## src/sv/rmbd_pkg.sv

```systemverilog
// Shared types and constants of the multi-bulk command log deframer.
package rmbd_pkg;

  // Marker, terminator and digit bytes of the framing
  localparam logic [7:0] CHAR_STAR   = 8'h2A;
  localparam logic [7:0] CHAR_DOLLAR = 8'h24;
  localparam logic [7:0] CHAR_CR     = 8'h0D;
  localparam logic [7:0] CHAR_LF     = 8'h0A;
  localparam logic [7:0] CHAR_ZERO   = 8'h30;
  localparam logic [7:0] CHAR_NINE   = 8'h39;

  // Configuration register indexes
  localparam int unsigned CFG_INDEX_W = 2;
  localparam logic [CFG_INDEX_W-1:0] CFG_MAX_PARAM_LENGTH = 2'd0;
  localparam logic [CFG_INDEX_W-1:0] CFG_MAX_PARAM_COUNT  = 2'd1;
  localparam int unsigned CFG_DATA_W = 16;

  // Stream widths
  localparam int unsigned IN_TDATA_W  = 8;
  localparam int unsigned OUT_TDATA_W = 40;
  localparam int unsigned OUT_TUSER_W = 2;

  // Result kinds
  typedef enum logic [1:0] {
    EV_PAYLOAD   = 2'd0,
    EV_PARAM_END = 2'd1,
    EV_ERROR     = 2'd2,
    EV_STATUS    = 2'd3
  } ev_kind_e;

  // Parser phases, one-hot
  typedef enum logic [11:0] {
    PH_STAR        = 12'b0000_0000_0001,
    PH_COUNT_FIRST = 12'b0000_0000_0010,
    PH_COUNT_MORE  = 12'b0000_0000_0100,
    PH_COUNT_LF    = 12'b0000_0000_1000,
    PH_DOLLAR      = 12'b0000_0001_0000,
    PH_LEN_FIRST   = 12'b0000_0010_0000,
    PH_LEN_MORE    = 12'b0000_0100_0000,
    PH_LEN_LF      = 12'b0000_1000_0000,
    PH_PAYLOAD     = 12'b0001_0000_0000,
    PH_TRAIL1      = 12'b0010_0000_0000,
    PH_TRAIL2      = 12'b0100_0000_0000,
    PH_ERROR       = 12'b1000_0000_0000
  } phase_e;

  // One result item
  typedef struct packed {
    ev_kind_e    kind;
    logic [7:0]  payload_byte;
    logic [7:0]  param_index;
    logic [15:0] param_length;
    logic        last_param;
    logic        file_done;
    logic        file_ok;
  } result_t;

endpackage

```

## src/sv/resp_multibulk_deframer.sv

```systemverilog
// Multi-bulk command log deframer: splits a byte stream into parameters and events.
//
// Usage:
//   s_axis_*  : one log byte per transaction; tlast marks the final byte of the log.
//   m_axis_*  : at most one result per input byte; tuser carries the event kind
//               (payload byte, parameter end, parse error, file status) and tlast
//               marks the result of the final byte.
//   cfg_*     : register writes (max parameter length, max parameter count);
//               always ready, write only while the block is idle.
// Each result is registered in the output register, or in the skid stage while it is held.
// Throughput: one byte per cycle while the skid stage is empty; each byte gets one state update and one
//   decimal multiply-accumulate between the parser registers.
// Stall: the output register plus a one-entry skid stage absorb one result while
//   m_axis_tready is low; s_axis_tready drops only once the skid stage is full.
// Reset: rst_ni clears the parser, empties the output stages and restores both
//   limits to their maximum. The flagged final byte returns the parser to its
//   reset state but keeps the configured limits.
module resp_multibulk_deframer
  import rmbd_pkg::*;
#(
  parameter int unsigned LENGTH_BITS = 16,
  parameter int unsigned COUNT_BITS  = 8
) (
  input  logic                   clk_i,
  input  logic                   rst_ni,
  // Input stream; tdata: [7:0] in_byte; tlast: end_of_file
  input  logic                   s_axis_tvalid,
  output logic                   s_axis_tready,
  input  logic [IN_TDATA_W-1:0]  s_axis_tdata,
  input  logic                   s_axis_tlast,
  // Result stream; tdata: [7:0] payload_byte, [15:8] param_index,
  // [31:16] param_length, [32] last_param, [33] file_ok, [39:34] zero
  // tuser: [1:0] event_kind; tlast: file_done
  output logic                   m_axis_tvalid,
  input  logic                   m_axis_tready,
  output logic [OUT_TDATA_W-1:0] m_axis_tdata,
  output logic [OUT_TUSER_W-1:0] m_axis_tuser,
  output logic                   m_axis_tlast,
  // Configuration writes
  input  logic                   cfg_valid_i,
  output logic                   cfg_ready_o,
  input  logic [CFG_INDEX_W-1:0] cfg_index_i,
  input  logic [CFG_DATA_W-1:0]  cfg_data_i
);

  localparam int unsigned ACC_W = LENGTH_BITS + 1;
  localparam int unsigned MUL_W = ACC_W + 4;
  localparam logic [MUL_W-1:0] ACC_CAP = MUL_W'(1) << LENGTH_BITS;
  localparam logic [32:0] LEN_MASK_W = (33'(1) << LENGTH_BITS) - 33'(1);
  localparam logic [32:0] CNT_MASK_W = (33'(1) << COUNT_BITS) - 33'(1);

  // Configuration registers
  logic [15:0] max_len_q;
  logic [7:0]  max_cnt_q;

  // Parser state
  phase_e                 phase_q, phase_d;
  logic [ACC_W-1:0]       acc_q, acc_d;
  logic [COUNT_BITS-1:0]  target_q, target_d;
  logic [COUNT_BITS-1:0]  seen_q, seen_d;
  logic [LENGTH_BITS-1:0] left_q, left_d;
  logic [LENGTH_BITS-1:0] cur_len_q, cur_len_d;
  logic                   error_q, error_d;
  logic                   complete_q, complete_d;

  // Output register and skid stage
  result_t out_q, skid_q;
  logic    out_valid_q, skid_valid_q;

  logic       in_accept;
  logic       pop;
  logic       push;
  logic [7:0] in_byte;
  logic       eof;
  logic       is_digit;
  logic [MUL_W-1:0] acc_mul;
  logic [ACC_W-1:0] acc_sat;
  logic [32:0] acc_wide;
  logic [31:0] seen_ext;
  logic [31:0] len_ext;
  logic        is_last;
  logic        err;
  logic        ev_valid;
  result_t     ev;

  assign in_byte   = s_axis_tdata[7:0];
  assign eof       = s_axis_tlast;
  assign in_accept = s_axis_tvalid && s_axis_tready;
  assign pop       = out_valid_q && m_axis_tready;
  assign push      = in_accept && ev_valid;

  assign s_axis_tready = !skid_valid_q;
  assign cfg_ready_o   = 1'b1;

  // Decimal accumulate with saturation at the cap
  assign is_digit = (in_byte >= CHAR_ZERO) && (in_byte <= CHAR_NINE);
  assign acc_mul  = (MUL_W'(acc_q) << 3) + (MUL_W'(acc_q) << 1)
                  + MUL_W'(in_byte[3:0]);
  assign acc_sat  = (acc_mul > ACC_CAP) ? ACC_CAP[ACC_W-1:0] : acc_mul[ACC_W-1:0];
  assign acc_wide = 33'(acc_q);

  // Fields shown for payload and parameter end results
  assign seen_ext = 32'(seen_q);
  assign len_ext  = 32'(cur_len_q);
  assign is_last  = ((COUNT_BITS+1)'(seen_q) + (COUNT_BITS+1)'(1))
                    == (COUNT_BITS+1)'(target_q);

  // Advance the parser by one byte
  always_comb begin
    phase_d    = phase_q;
    acc_d      = acc_q;
    target_d   = target_q;
    seen_d     = seen_q;
    left_d     = left_q;
    cur_len_d  = cur_len_q;
    error_d    = error_q;
    complete_d = complete_q;
    err        = 1'b0;
    ev_valid   = 1'b0;
    ev         = '0;
    ev.kind    = EV_PAYLOAD;

    case (phase_q)
      PH_STAR: begin
        if (in_byte == CHAR_STAR) begin
          complete_d = 1'b0;
          acc_d      = '0;
          phase_d    = PH_COUNT_FIRST;
        end else begin
          err = 1'b1;
        end
      end
      PH_COUNT_FIRST: begin
        if (is_digit) begin
          acc_d   = acc_sat;
          phase_d = PH_COUNT_MORE;
        end else begin
          err = 1'b1;
        end
      end
      PH_LEN_FIRST: begin
        if (is_digit) begin
          acc_d   = acc_sat;
          phase_d = PH_LEN_MORE;
        end else begin
          err = 1'b1;
        end
      end
      PH_COUNT_MORE: begin
        if (is_digit) begin
          acc_d = acc_sat;
        end else if (in_byte == CHAR_CR) begin
          if (acc_wide == '0 || acc_wide > 33'(max_cnt_q) || acc_wide > CNT_MASK_W) begin
            err = 1'b1;
          end else begin
            target_d = acc_wide[COUNT_BITS-1:0];
            seen_d   = '0;
            phase_d  = PH_COUNT_LF;
          end
        end else begin
          err = 1'b1;
        end
      end
      PH_COUNT_LF: begin
        if (in_byte == CHAR_LF) phase_d = PH_DOLLAR;
        else err = 1'b1;
      end
      PH_DOLLAR: begin
        if (in_byte == CHAR_DOLLAR) begin
          acc_d   = '0;
          phase_d = PH_LEN_FIRST;
        end else begin
          err = 1'b1;
        end
      end
      PH_LEN_MORE: begin
        if (is_digit) begin
          acc_d = acc_sat;
        end else if (in_byte == CHAR_CR) begin
          if (acc_wide > 33'(max_len_q) || acc_wide > LEN_MASK_W) begin
            err = 1'b1;
          end else begin
            cur_len_d = acc_wide[LENGTH_BITS-1:0];
            phase_d   = PH_LEN_LF;
          end
        end else begin
          err = 1'b1;
        end
      end
      PH_LEN_LF: begin
        if (in_byte == CHAR_LF) begin
          left_d  = cur_len_q;
          phase_d = (cur_len_q == '0) ? PH_TRAIL1 : PH_PAYLOAD;
        end else begin
          err = 1'b1;
        end
      end
      PH_PAYLOAD: begin
        ev_valid        = 1'b1;
        ev.kind         = EV_PAYLOAD;
        ev.payload_byte = in_byte;
        ev.param_index  = seen_ext[7:0];
        ev.param_length = len_ext[15:0];
        ev.last_param   = is_last;
        left_d          = (left_q == '0) ? '0 : left_q - LENGTH_BITS'(1);
        if (left_d == '0) phase_d = PH_TRAIL1;
      end
      PH_TRAIL1: begin
        phase_d = PH_TRAIL2;
      end
      PH_TRAIL2: begin
        ev_valid        = 1'b1;
        ev.kind         = EV_PARAM_END;
        ev.param_index  = seen_ext[7:0];
        ev.param_length = len_ext[15:0];
        ev.last_param   = is_last;
        seen_d          = seen_q + COUNT_BITS'(1);
        if (seen_d == target_q) begin
          complete_d = 1'b1;
          phase_d    = PH_STAR;
        end else begin
          phase_d = PH_DOLLAR;
        end
      end
      PH_ERROR: begin
        // drop bytes until the end of the log
      end
      default: begin
        err = 1'b1;
      end
    endcase

    // Latch a single parse error
    if (err) begin
      error_d    = 1'b1;
      complete_d = 1'b0;
      phase_d    = PH_ERROR;
      ev_valid   = 1'b1;
      ev         = '0;
      ev.kind    = EV_ERROR;
    end

    // Report file status on the final byte and clear the parser
    if (eof) begin
      if (!ev_valid) begin
        ev      = '0;
        ev.kind = EV_STATUS;
      end
      ev_valid     = 1'b1;
      ev.file_done = 1'b1;
      ev.file_ok   = !error_d && complete_d && (phase_d == PH_STAR);
      phase_d    = PH_STAR;
      acc_d      = '0;
      target_d   = '0;
      seen_d     = '0;
      left_d     = '0;
      cur_len_d  = '0;
      error_d    = 1'b0;
      complete_d = 1'b0;
    end
  end

  // Parser registers
  always_ff @(posedge clk_i or negedge rst_ni) begin
    if (!rst_ni) begin
      phase_q    <= PH_STAR;
      acc_q      <= '0;
      target_q   <= '0;
      seen_q     <= '0;
      left_q     <= '0;
      cur_len_q  <= '0;
      error_q    <= 1'b0;
      complete_q <= 1'b0;
    end else if (in_accept) begin
      phase_q    <= phase_d;
      acc_q      <= acc_d;
      target_q   <= target_d;
      seen_q     <= seen_d;
      left_q     <= left_d;
      cur_len_q  <= cur_len_d;
      error_q    <= error_d;
      complete_q <= complete_d;
    end
  end

  // Configuration writes
  always_ff @(posedge clk_i or negedge rst_ni) begin
    if (!rst_ni) begin
      max_len_q <= 16'hFFFF;
      max_cnt_q <= 8'hFF;
    end else if (cfg_valid_i && cfg_ready_o) begin
      case (cfg_index_i)
        CFG_MAX_PARAM_LENGTH: max_len_q <= cfg_data_i;
        CFG_MAX_PARAM_COUNT:  max_cnt_q <= cfg_data_i[7:0];
        default: begin
          // ignore writes beyond the register list
        end
      endcase
    end
  end

  // Output stage control
  always_ff @(posedge clk_i or negedge rst_ni) begin
    if (!rst_ni) begin
      out_valid_q  <= 1'b0;
      skid_valid_q <= 1'b0;
    end else if (skid_valid_q) begin
      if (pop) skid_valid_q <= 1'b0;
    end else if (push) begin
      if (out_valid_q && !pop) skid_valid_q <= 1'b1;
      else out_valid_q <= 1'b1;
    end else if (pop) begin
      out_valid_q <= 1'b0;
    end
  end

  // Output stage data
  always_ff @(posedge clk_i) begin
    if (skid_valid_q) begin
      if (pop) out_q <= skid_q;
    end else if (push) begin
      if (out_valid_q && !pop) skid_q <= ev;
      else out_q <= ev;
    end
  end

  assign m_axis_tvalid = out_valid_q;
  assign m_axis_tuser  = out_q.kind;
  assign m_axis_tlast  = out_q.file_done;
  assign m_axis_tdata  = {6'b0, out_q.file_ok, out_q.last_param, out_q.param_length,
                          out_q.param_index, out_q.payload_byte};

  // A full skid stage always sits behind a valid output register
  assert property (@(posedge clk_i) disable iff (!rst_ni)
    skid_valid_q |-> out_valid_q)
    else $error("skid stage holds a result while the output register is empty");

  // A latched error parks the parser in the error phase
  assert property (@(posedge clk_i) disable iff (!rst_ni)
    error_q |-> (phase_q == PH_ERROR))
    else $error("error latched outside the error phase");

  // Parameters seen never pass the declared count
  assert property (@(posedge clk_i) disable iff (!rst_ni)
    seen_q <= target_q)
    else $error("parameter index ran past the declared count");

  // Draining the output register refills it from a full skid stage
  assert property (@(posedge clk_i) disable iff (!rst_ni)
    (skid_valid_q && m_axis_tready) |=> (out_valid_q && !skid_valid_q))
    else $error("skid stage did not move into the output register");

endmodule

```

## config.mk

```make
export PLATFORM = sky130hd
export DESIGN_NAME = resp_multibulk_deframer
export DESIGN_NICKNAME = d
export VERILOG_FILES = /design/src/sv/rmbd_pkg.sv /design/src/sv/resp_multibulk_deframer.sv
export SDC_FILE = /design/constraint.sdc
export NUM_CORES = 1
export LEC_CHECK = 0
export BUFFER_PORTS_ARGS = -buffer_cell sky130_fd_sc_hd__buf_2
export CAP_MARGIN = 0
export CORE_ASPECT_RATIO = 1.1
export CORE_MARGIN = 2
export CORE_UTILIZATION = 30
export CTS_CLUSTER_DIAMETER = 30
export DETAILED_ROUTE_END_ITERATION = 12
export SKIP_LAST_GASP = 1
export SLEW_MARGIN = 20
export SYNTH_ARGS = -nofsm -noshare
export SYNTH_HDL_FRONTEND = slang
export SYNTH_SLANG_ARGS = --single-unit
```

## constraint.sdc

```tcl
create_clock -name clk_i -period 7.31 [get_ports clk_i]
set_input_delay 1.0965 -clock clk_i [delete_from_list [all_inputs] [get_ports clk_i]]
set_output_delay 1.0965 -clock clk_i [all_outputs]
set_load 0.05 [all_outputs]
```

==> results of run 1 <==
Yosys cell counts (4+ instances only):
library cell | n | area [sq um]
dfrtp_1 | 79 | 1980
buf_4 | 7 | 52.6
a21o_1 | 7 | 52.6
dfstp_2 | 25 | 657
or2_2 | 4 | 25.0
and3_1 | 16 | 100
a31oi_1 | 7 | 43.8
o31ai_1 | 20 | 150
nand3b_1 | 4 | 30.0
o21ai_1 | 4 | 20.0
nand4_1 | 17 | 106
o2bb2ai_1 | 18 | 158
or3_1 | 10 | 62.6
o21ai_0 | 83 | 415
nor3_1 | 23 | 115
nand2_1 | 85 | 319
xor2_1 | 16 | 140
o21a_1 | 9 | 67.6
a21oi_1 | 37 | 185
xnor2_1 | 15 | 131
nor3b_1 | 5 | 37.5
a211o_1 | 5 | 43.8
mux2_2 | 43 | 484
nor2_1 | 50 | 188
and4_1 | 6 | 52.6
o22ai_1 | 6 | 37.5
a211oi_1 | 6 | 45.0
ha_1 | 60 | 751
a22oi_1 | 4 | 30.0
o211ai_1 | 7 | 52.6
a311oi_1 | 4 | 35.0
nand2b_1 | 24 | 150
or4_1 | 11 | 82.6
and2_1 | 36 | 225
nor4b_1 | 5 | 43.8
edfxtp_1 | 74 | 2220
nor2b_1 | 9 | 56.3
nor4_1 | 20 | 125
inv_1 | 50 | 188
nand3_1 | 26 | 130
clkbuf_1 | 41 | 154
power by group through the flow:
stage	combinational (W)	clock, W	sequential, W
after CTS	0.000866	0.000944	0.00130
after detailed placement	0.000861	0	0.00132
after global placement	0.000855	0	0.00132
after floorplan	0.000365	0	0.00160
final	0.000858	0.000928	0.00130
after global routing	0.000919	0.000980	0.00131
layout by cell type (no fill, tap or decap), types with 12 or more instances in the layout:
cell	instances
and2_1	36
edfxtp_1	74
buf_4	12
mux2_2	43
o31ai_1	19
o2bb2ai_1	18
nand2b_1	24
nand4_1	17
nor3_1	22
o21ai_0	83
buf_2	69
a21oi_1	37
nor4_1	20
ha_1	60
xor2_1	16
xnor2_1	15
clkbuf_16	17
dfrtp_1	79
nor2_1	50
and3_1	16
inv_1	50
nand3_1	26
nand2_1	85
dfstp_2	25
layer usage:
layer	track usage	vias to the layer above	share of wire
li1	-	3979	-
met1	0.202	4052	0.46
met5	0	-	0
met2	0.253	194	0.49
met3	0.0194	23	0.036
met4	0.0466	0	0.015
metrics by stage:
| step | total power (W) | hold slack (ps) | std cells |
|---|---|---|---|
| after floorplan | 0.00196 | 469 | 1048 |
| after global placement | 0.00217 | 488 | 1520 |
| after detailed placement | 0.00218 | 492 | 1520 |
| after CTS | 0.00311 | 509 | 1552 |
| after global routing | 0.00321 | 527 | 1552 |
| final | 0.00308 | 505 | 1552 |
worst register-to-register path, delay by kind of cell, from the launching register on:
kind | cells | cell delay [ps]
DFF | 1 | 510
AOI/OAI and AO/OA | 3 | 1090
and+or+nand+nor | 5 | 2190
buffers and inverters | 1 | 480
logic make-up (layout without fill, tap and decap cells):
| group | Yosys count | after routing | share of synthesized area |
|---|---|---|---|
| and+or+nand+nor | 367 | 367 | 0.190 |
| adders and majority gates | 62 | 62 | 0.0748 |
| AOI/OAI and AO/OA | 253 | 253 | 0.160 |
| DFF | 178 | 178 | 0.459 |
| muxes | 46 | 46 | 0.0487 |
| buffers and inverters | 104 | 164 | 0.0411 |
| xor gates and xnor gates | 31 | 31 | 0.0257 |
| other | 2 | 7 | 0.000711 |
area by class of cell:
cell class                      count  area share
Multi-Input combinational cell    766       0.445
Sequential cell                   178       0.406
Tap cell                          444      0.0465
Timing Repair Buffer               81      0.0364
Clock buffer                       17      0.0356
Inverter                           51      0.0160
Clock inverter                     15      0.0138
final timing paths:
path / end / depth (start not counted)
setup / recovery: acc_q[1] / 11
hold / removal: target_q[6] / 2
setup reg to reg: skid_q[5] / 9
hold reg to reg: target_q[6] / 2
max in group asynchronous: m_axis_tvalid / 2
min in group asynchronous: acc_q[15] / 1
state kept, by name (all words and copies together) (netlist names), 8 cells and up:
| name | count |
|---|---|
| target_q | 8 |
| max_len_q | 16 |
| acc_q | 17 |
| phase_q | 12 |
| cur_len_q | 16 |
| left_q | 16 |
| m_axis_tdata | 34 |
| max_cnt_q | 8 |
| seen_q | 8 |
| skid_q | 37 |
==> metrics.cfg, run 1 <==
[yosys]
synthCells = 1043
syn_area_sq_um = 10600
synth-edff-count = 74
synth_seq_cells = 178
ys.flop_type = dfrtp_1
async_flop_share = 0.584
synth_warnings = 0
yosysSeqAreaShare = 0.459
synth_cell_types = 83
avgSynthCellArea_sq_um = 10.1

[cells_and_area]
n_antenna_cell = 0
synthToLayoutAreaGrowth_pct = 13.1
design_area_sq_um = 12000
drive_above_1_share = 0.185
final_nets = 1189
multi_input_area_sq_um = 5320
postLayoutCoreUtil = 0.342
fillCellCount = 3570
regArea_sq_um = 4860

[setup_path]
cp_top_family = compound AO/OA/AOI/OAI gates
critPathKind = in2reg
cp-start-kind = input port
critPathMaxFanout = 14
max_stage_delay_ps = 600
rrSetupSlack_ps = 2700
crit_start = s_axis_tdata[3]
cp_data_arrival_time_ps = 4920
r2r-start = phase_q[9]
crit_path_end_kind = register
cp_num_buf_inv = 1
crit_slowest_cell = a211oi_1
crit_chain = buf_2, fa_1, ha_1, a211oi_1, o21ai_1, a311o_1, a2111oi_0, or3b_2, nor4_1, o221ai_2, o2bb2ai_1
crit_required_ps = 7600

[sta]
worst_slack_ps = 2680
slew_headroom = 0.385
setup-tns-final_ps = 0
tightest_slew_ps = 920
fmax_ghz = 0.216
finalSetupViolations = 0
min_period_ps = 4630
clock_skew_ps = 14.5
finalCritPeriodShare = 0.633
final_hold_viol_count = 0
grt_setup_unrepaired = no
drv_slew = 0

[power]
p_int_w = 0.00192
sw_frac_of_total = 0.377
vdd_drop_max_v = 0.000168
power_frac_seq = 0.421
p_sw_w = 0.00116
comb_power_share = 0.278
power_density_nw_per_um2 = 258
p_clk_frac = 0.301
power.leakage_nw = 5.06

[global_routing]
grt_antenna_before_repair = 0
grt_pass1_wl_um = 44100
grt_max_degree = 67
grt_usage = 0.151
gr-total-overflow = 0
grt_pass1_vias = 7882

[detailed_routing]
vias = 8248
via_per_inst = 5.31
routed_wl_um = 27400
wl_per_cell_um = 17.7
detail_route.iter0.violations = 647
drc = 0
dr.pass1.iters = 5
ant_nets = 0

[clock_tree]
post_cts_resize_count = 0
cts.sinks = 178
clkTransAtPathRegs_ps = 70
holdBufCountCts = 0
cts_buffer_depth = 2
tritoncts = done
htree_num_levels = 4
cts_root_buffer = clkbuf_16
cts_buffers = 17
worstSkewPairLatency_ps = 450
cts_setup_buffers = 0

[die]
core_sq_um = 35000
rows = 72
pin_count = 78
die-area_sq_um = 36700
fp.dieH_um = 201
start_util = 0.302
die_x_um = 183

[place]
pre_cts_ws_ps = 2290
io_buffers = 70
globalplace.congestion = 0.876
place_area_sq_um = 11400
dp_hpwl_um = 19900

[worst_hold_path]
hp-class = reg2reg
min-delay-start = target_q[6]

[run]
maxCapViolations = 0

[outcome]
status = complete, no violations

Note: power is estimated with default switching activity, not from simulation.
==> run 2: changes to the inputs <==
Clock period 7.31 ns to 3.75 ns, I/O delays scaled along.
==> metrics.cfg, run 2 (synthesis results as in run 1) <==
[setup_path]
crit_chain = buf_4, ha_1, and4_1, a221o_1, a311o_1, a21o_1, a21oi_1, o21ai_1, o31ai_2, buf_4, a22oi_2, buf_12
crit_required_ps = 3940  ; -3660 ps
cp_common_cell = buf_4
critPathMaxFanout = 28  ; +14
critPathKind = reg2reg
cp_data_arrival_time_ps = 3730  ; -1190 ps
crit_path_end_kind = register
max_stage_delay_ps = 450  ; -150 ps
crit_slowest_cell = dfrtp_1
cp-start-kind = register

[die]
die_x_um = 183  ; unchanged
start_util = 0.302  ; unchanged
core_sq_um = 35000  ; unchanged
pin_count = 78  ; unchanged
die-area_sq_um = 36700  ; unchanged
rows = 72  ; unchanged
fp.dieH_um = 201  ; unchanged

[sta]
final_hold_viol_count = 0  ; unchanged
clock_skew_ps = 17.6  ; +3.09 ps
finalCritPeriodShare = 0.943
tightest_slew_ps = 933  ; +13.4 ps
holdWs_ps = 199  ; -306 ps
setup-tns-final_ps = 0  ; unchanged
drv_slew = 0  ; unchanged
fmax_ghz = 0.283
min_period_ps = 3540
finalSetupViolations = 0  ; unchanged
slew_headroom = 0.373  ; -0.0120

[cells_and_area]
final_cell_mix = nand2_1, o21ai_0, dfrtp_1
drive_above_1_share = 0.237  ; +0.0520
largest_register = skid_q
fin_cells = 1621  ; +4.4%
multi_input_area_sq_um = 5350  ; +0.54%
final_common_cell = nand2_1
largest_reg_flops = 37  ; unchanged
regArea_sq_um = 4860  ; unchanged
postLayoutCoreUtil = 0.361  ; +0.0187
n_antenna_cell = 0  ; unchanged
final_nets = 1258  ; +5.8%
fillCellCount = 3520  ; -1.4%
synthToLayoutAreaGrowth_pct = 19.3

[global_routing]
grt_usage = 0.150  ; -0.000201
grt_antenna_before_repair = 0  ; unchanged
grt_pass1_wl_um = 44400  ; +0.88%
grt_pass1_vias = 8302  ; +5.3%
grt_max_degree = 105  ; +57%
gr-total-overflow = 0  ; unchanged

[clock_tree]
worstSkewPairLatency_ps = 450  ; about the same
cts_buffers = 17  ; unchanged
tritoncts = done
holdBufCountCts = 0  ; unchanged
cts_buffer_depth = 2  ; unchanged
cts_root_buffer = clkbuf_16
clkTransAtPathRegs_ps = 80  ; about the same
cts.sinks = 178  ; unchanged
htree_num_levels = 4  ; unchanged

[power]
power_density_nw_per_um2 = 488  ; +89%
power.leakage_nw = 5.45  ; +7.8%
vdd_drop_max_v = 0.000310  ; +85%

[detailed_routing]
drc = 0  ; unchanged
wl_per_cell_um = 16.5  ; -6.5%
vias = 8448  ; +2.4%
dr.pass1.iters = 7  ; +2
via_per_inst = 5.21  ; -1.9%
ant_nets = 0  ; unchanged
detail_route.iter0.violations = 747  ; +15%
routed_wl_um = 26800  ; -2.3%

[place]
io_buffers = 70  ; unchanged
dp.cells = 1588  ; +4.5%
globalplace.congestion = 0.896  ; +2.3%
dp_hpwl_um = 20300  ; +1.9%

[outcome]
status = complete, no violations

[run]
maxCapViolations = 0  ; unchanged

[worst_hold_path]
hp-class = in2async

run 2: cell types whose count changed in the layout (fill, tap and decap cells not counted), sizes merged:
cell and delta:
buf +69, clkinv +3, clkinvlp -1, inv -2
run 2: area by class of cell:
cell class | instances | share of cell area
well taps | 444 | 0.0441
clock inverters | 15 | 0.0166
flip-flops and latches | 178 | 0.385
multi-input cells | 766 | 0.425
clock buffers | 17 | 0.0338
inverters | 51 | 0.0152
repair buffers | 150 | 0.0806
run 2: per-layer routing:
layer  share of wire  vias up  GRT usage
met5               0        -          0
met4           0.020        0     0.0529
met3           0.040       41     0.0263
met2            0.48      209      0.244
met1            0.46     4074      0.202
li1                -     4124          -
run 2: where the power goes:
part	internal [W]	total, W	switching, W
clock network	0.000920	0.00184	0.000916
logic	0.000543	0.00180	0.00125
registers	0.00242	0.00252	0.000105
run 2: through the flow:
stage	setup slack [ps]	total power, W	area, sq um
4_1_cts	35.7	0.00623	12600
5_1_grt	-25.6	0.00646	12600
6_report	214	0.00615	12600
2_1_floorplan	2.04	0.00384	10600
3_3_place_gp	-162	0.00436	11900
3_5_place_dp	-230	0.00437	11900
run 2: path summary, 6_finish.rpt:
| check | from | to | slack (ps) | depth (start not counted) |
|---|---|---|---|---|
| worst max register to register | acc_q[3] | m_axis_tdata[20] | 210 | 12 |
| worst min-delay path | rst_ni | left_q[7] | 200 | 2 |
| worst min register to register | target_q[7] | target_q[7] | 510 | 2 |
| min in group clk_i | cfg_data_i[13] | max_len_q[13] | 320 | 3 |
| max in group asynchronous | rst_ni | phase_q[2] | 3120 | 2 |
| worst max-delay path | acc_q[3] | m_axis_tdata[20] | 210 | 12 |
run 2: timing repair:
item / CTS / global route
gates resized for setup: 0 / 4
buffers inserted: 0 / 1
endpoints found under the setup margin: 0 / 41
run 2: worst max-delay path, delay by kind of cell, from the launching register on:
family	cells	cell delay, ps
AOI/OAI and AO/OA	7	1750
adders and majority gates	1	290
buffers and inverters	3	570
DFF	1	450
and+or+nand+nor	1	190
